File: config.mk
export PLATFORM = sky130hd
export DESIGN_NAME = ccr_pixel_pipe
export DESIGN_NICKNAME = d
export VERILOG_FILES = /design/src/ccr_pkg.sv /design/src/ccr_pixel_pipe.sv
export SDC_FILE = /design/constraint.sdc
export NUM_CORES = 2
export LEC_CHECK = 0
export BUFFER_PORTS_ARGS = -buffer_cell sky130_fd_sc_hd__clkbuf_2
export CAP_MARGIN = 20
export CORE_ASPECT_RATIO = 1.75
export CORE_MARGIN = 10
export CORE_UTILIZATION = 65
export DETAILED_ROUTE_END_ITERATION = 16
export PLACE_DENSITY_LB_ADDON = 0.08
export SLEW_MARGIN = 40
export SYNTH_ARGS = -nofsm -noshare
export SYNTH_HDL_FRONTEND = slang
export SYNTH_SLANG_ARGS = --single-unit
File: constraint.sdc
create_clock -name i_clk -period 21 [get_ports i_clk]
set_input_delay 4.2 -clock i_clk [delete_from_list [all_inputs] [get_ports i_clk]]
set_output_delay 4.2 -clock i_clk [all_outputs]
set_load 0.02 [all_outputs]
File: src/ccr_pkg.sv
// Shared types, constants and helpers for the circle canvas rasterizer.
// No dependencies; imported by every module of the block.
package ccr_pkg;

    localparam int DEF_MAX_WIDTH  = 512;
    localparam int DEF_MAX_HEIGHT = 512;
    localparam int FRAC_BITS      = 8;

    localparam int COORD_W = 20;
    localparam int SIZE_W  = 10;
    localparam int POS_W   = 9;
    localparam int CHAR_W  = 8;
    localparam int DIFF_W  = SIZE_W + FRAC_BITS > COORD_W ?
                             SIZE_W + FRAC_BITS + 2 : COORD_W + 1;
    localparam int ABS_W   = DIFF_W - 1;
    localparam int SQ_W    = 2 * ABS_W;
    localparam int DIST_W  = SQ_W + 1;
    localparam int RSQ_W   = 2 * COORD_W;
    localparam int LIN_W   = 2 * SIZE_W;

    localparam int PADDR_W = 4;
    localparam int APB_W   = 32;
    localparam int IN_TDATA_W  = 88;
    localparam int OUT_TDATA_W = 8;

    localparam logic [COORD_W-1:0] FIX_ONE = COORD_W'(1) << FRAC_BITS;

    localparam logic [1:0] REQ_CLEAR = 2'd0;
    localparam logic [1:0] REQ_DRAW  = 2'd1;
    localparam logic [1:0] REQ_READ  = 2'd2;

    localparam logic [1:0] REG_WIDTH  = 2'd0;
    localparam logic [1:0] REG_HEIGHT = 2'd1;
    localparam logic [1:0] REG_BG     = 2'd2;

    typedef enum logic [2:0] {
        ST_IDLE,
        ST_SETUP,
        ST_SCAN,
        ST_DRAIN,
        ST_RD_ADDR,
        ST_RD_MEM,
        ST_DONE
    } t_state;

    typedef struct packed {
        logic               clear;
        logic               filled;
        logic               thin;
        logic [COORD_W-1:0] cx;
        logic [COORD_W-1:0] cy;
        logic [RSQ_W-1:0]   r2;
        logic [RSQ_W-1:0]   ri2;
        logic [CHAR_W-1:0]  ch;
    } t_draw_job;

    function automatic logic [SIZE_W-1:0] clamp_size(input logic [APB_W-1:0] v,
                                                     input int maxv);
        logic [SIZE_W-1:0] x;
        x = v[SIZE_W-1:0];
        if (x == '0) begin
            x = SIZE_W'(1);
        end
        if (int'(x) > maxv) begin
            x = SIZE_W'(maxv);
        end
        return x;
    endfunction

endpackage

File: src/ccr_pixel_pipe.sv
// Per-pixel distance pipeline: offsets, squares, circle and outline test.
// Depends on ccr_pkg; drives the canvas write port of the top level.
module ccr_pixel_pipe #(
    parameter int AW = 18
) (
    input  logic                      i_clk,
    input  logic                      i_rst_n,
    input  logic                      i_valid,
    input  logic [ccr_pkg::SIZE_W-1:0] i_col,
    input  logic [ccr_pkg::SIZE_W-1:0] i_row,
    input  logic [AW-1:0]             i_addr,
    input  ccr_pkg::t_draw_job        i_job,
    output logic                      o_we,
    output logic [AW-1:0]             o_waddr,
    output logic [ccr_pkg::CHAR_W-1:0] o_wdata,
    output logic                      o_busy
);
    import ccr_pkg::*;

    logic signed [DIFF_W-1:0] dx, dy;
    logic [ABS_W-1:0] adx, ady;
    logic [DIST_W-1:0] d2;
    logic hit;

    logic              r1_valid, r2_valid;
    logic [ABS_W-1:0]  r1_adx, r1_ady;
    logic [AW-1:0]     r1_addr, r2_addr;
    logic [SQ_W-1:0]   r2_dx2, r2_dy2;

    always_comb begin
        dx = $signed(DIFF_W'({i_col, {FRAC_BITS{1'b0}}})) -
             $signed(DIFF_W'($signed(i_job.cx)));
        dy = $signed(DIFF_W'({i_row, {FRAC_BITS{1'b0}}})) -
             $signed(DIFF_W'($signed(i_job.cy)));
        adx = dx[DIFF_W-1] ? ABS_W'(-dx) : ABS_W'(dx);
        ady = dy[DIFF_W-1] ? ABS_W'(-dy) : ABS_W'(dy);
    end

    always_ff @(posedge i_clk) begin
        if (!i_rst_n) begin
            r1_valid <= 1'b0;
            r2_valid <= 1'b0;
        end else begin
            r1_valid <= i_valid;
            r2_valid <= r1_valid;
        end
    end

    always_ff @(posedge i_clk) begin
        r1_adx  <= adx;
        r1_ady  <= ady;
        r1_addr <= i_addr;
        r2_dx2  <= r1_adx * r1_adx;
        r2_dy2  <= r1_ady * r1_ady;
        r2_addr <= r1_addr;
    end

    always_comb begin
        d2  = DIST_W'(r2_dx2) + DIST_W'(r2_dy2);
        hit = (d2 <= DIST_W'(i_job.r2)) &&
              (i_job.filled || i_job.thin || d2 > DIST_W'(i_job.ri2));
    end

    assign o_we    = r2_valid && (i_job.clear || hit);
    assign o_waddr = r2_addr;
    assign o_wdata = i_job.ch;
    assign o_busy  = r1_valid || r2_valid;

endmodule

==> flow_summary.toml <==
[placed_design]
post-dp-hpwl_um = 72300
place_inst = 4316
gp_congestion = 0.924
place_ws_ns = 9.80
portBuffers = 183

[setup_path]
crit_required_ns = 16.80
start_kind = "input pin"
r2r_cells = 23
slowest_stage = "a2111o_1"
cp_num_buf_inv = 3
path_max_fanout = 2
cp_top_family = "compound AO/OA/AOI/OAI gates"
worstReg2RegStart = "r1_adx[5]$_DFF_P_"
r2r-end = "r2_dx2[38]$_DFF_P_"
slowest_delay_ns = 0.41
cp-end-kind = "output pin"
critPathKind = "input pin to output pin"
crit_arrival_ns = 6.92
crit_chain = "clkbuf_2, inv_1, ha_1, a21o_1, a21o_1, a21oi_1, o21a_1, o21ai_0, a31o_2, a21oi_1, o21ai_0, a2111o_1, a32o_1, clkbuf_2"
reg2reg_slack_ns = 12.68

[worst_hold_path]
hold_path_end = "o_waddr[4]$_DFF_P_"
hold_path_class = "flip-flop to flip-flop"
hold_start = "r1_addr[4]$_DFF_P_"
hold_depth = 0

[final_layout]
diodes = 0
stdcell_count = 4348
regArea_sq_um = 3140
fin_nets = 4855
area_delta_synth_final_pct = 6.55
n_fill_cell = 3986
mostFrequentLayoutCell = "inv_1"
layout_common_cells = "inv_1, fa_1, ha_1"
drive_above_1_share_pct = 7.85
multi_input_area_sq_um = 25600

[floorplan]
dieHeight_um = 314
io_pins = 200
die_width_um = 188
fp-row-count = 107
core_sq_um = 48900
design.die.area_sq_um = 59200
start_util_pct = 65.9

[clock_tree]
cts_sinks = 156
hold_buffers = 0
htreeDepth = 4
cts_setup_buffers = 0
cts_buffer_depth = 2
numCtsBuffers = 17
clkSlewWorstSetupHoldPaths_ns = 0.07
cts_tree = "built"
cts_resized = 0
cts-root-buf = "clkbuf_16"
clk_latency_ns = 0.47

[routing]
routedWlPerCell_um = 19.2
drtAntennaViolNets = 0
drt_first_iter_violations = 1025
viasPerCell = 5.64
vias = 24535
wirelength_um = 83600
drc_errors = 0
dr.pass1.iters = 9

[synthesis]
synth-edff-count = 0
syn_area_per_cell_sq_um = 9.05
syn_area_sq_um = 32200
synth_cell_types = 81
syn_inst = 3558
synthFlopType = "dfxtp_1"
yosysSeqAreaShare_pct = 9.70
synth_seq_cells = 156
async_flop_share_pct = 0
ys_warn_count = 0
syn-num-nets = 4732

[timing]
fin_tns_setup_ns = 0
fmax_ghz = 0.0900
rsz0062_at_grt = "false"
setup_viol_count_final = 0
max_slew_margin_pct = 39.7
worst_pin_slew_ns = 0.903
timing.final.ws_setup_ns = 9.88
hold_viol = 0
fin_skew_ns = 0.0181
drv_slew = 0
finalCriticalPeriod_ns = 11.12
fin_crit_sh_pct = 52.9

[run_status]
status = "finished clean"

[global_route]
overflow = 0
grt_pass1_wl_um = 136000
grt_max_degree = 24
antenna_found_initial = 0
grtUsageTotal_pct = 28.9
grt_pass1_vias = 27908

[flow_run]
drv_cap = 0
-- area by class of cell --
cell class,instances,area share [%]
clock buffer,18,1.25
clock inverter,14,0.500
inverter,805,8.81
multi-input combinational,2494,74.7
sequential,156,9.16
tap,654,2.39
timing repair buffer,207,3.19
-- worst register-to-register path, delay by kind of cell, from the launching register on --
kind / cells / cell delay, ns
fa+ha+maj: 8 / 3.91
simple gates: 3 / 0.86
buf+inv: 5 / 0.55
compound gates: 7 / 2.27
flops: 1 / 0.67
-- state kept, by name, indices dropped and copies added, names as in the netlist --
name	flops
r2_dy2	39
r2_dx2	39
r1_adx	20
r1_ady	20
o_waddr	18
r2_valid	1
r1_valid	1
r1_addr	18
-- layer usage --
metal	up-vias	global-route usage [%]	routed length, um
li1	11398	-	-
met1	12152	27.2	27500
met2	699	56.3	46900
met3	286	4.16	3550
met4	0	18.5	5650
met5	-	0	0
-- through the flow --
step	instance area, sq um	hold WS (ns)	util (%)
floorplan	32200	0.310	-
global placement	33700	0.310	68.9
detailed placement	33700	0.313	69.0
CTS	34300	0.331	70.2
global route	34300	0.339	70.2
finish	34300	0.329	70.2
-- cell families (layout without fill, tap and decap cells) --
| family | Yosys count | in the layout | share of synthesized area, % |
|---|---|---|---|
| compound gates | 475 | 475 | 9.66 |
| xor+xnor | 198 | 198 | 5.39 |
| fa+ha+maj | 1004 | 1004 | 52.0 |
| buf+inv | 908 | 1044 | 10.7 |
| flops | 156 | 156 | 9.70 |
| mux | 5 | 5 | 0.163 |
| simple gates | 812 | 812 | 12.4 |
-- synth_stat cells (22+ instances only) --
cell | n | area [sq um]
ha_1 | 446 | 5580
nor3_1 | 41 | 205
inv_1 | 805 | 3020
xor2_1 | 66 | 578
nand2b_1 | 24 | 150
nand4_1 | 22 | 138
nand3_1 | 30 | 150
a21o_1 | 86 | 646
fa_1 | 556 | 11100
xnor2_1 | 132 | 1160
o21ai_0 | 74 | 370
nor2b_1 | 40 | 250
nor2_1 | 131 | 492
dfxtp_1 | 156 | 3120
clkbuf_1 | 88 | 330
and2_1 | 140 | 876
nand2_1 | 303 | 1140
a21oi_1 | 147 | 736
-- worst max-delay path by stage --
stage,startpoint,to,slack [ns],depth (start not counted)
floorplan,i_job[9],o_we,10.56,12
global placement,i_job[22],o_we,9.81,14
detailed placement,i_job[22],o_we,9.80,14
CTS,i_job[22],o_we,9.79,14
global route,i_job[22],o_we,9.63,14
finish,i_job[34],o_we,9.88,14
Power is left out: the tool's default activity adds up to more than one toggle a clock period on the data nets, which glitch-free logic cannot reach.
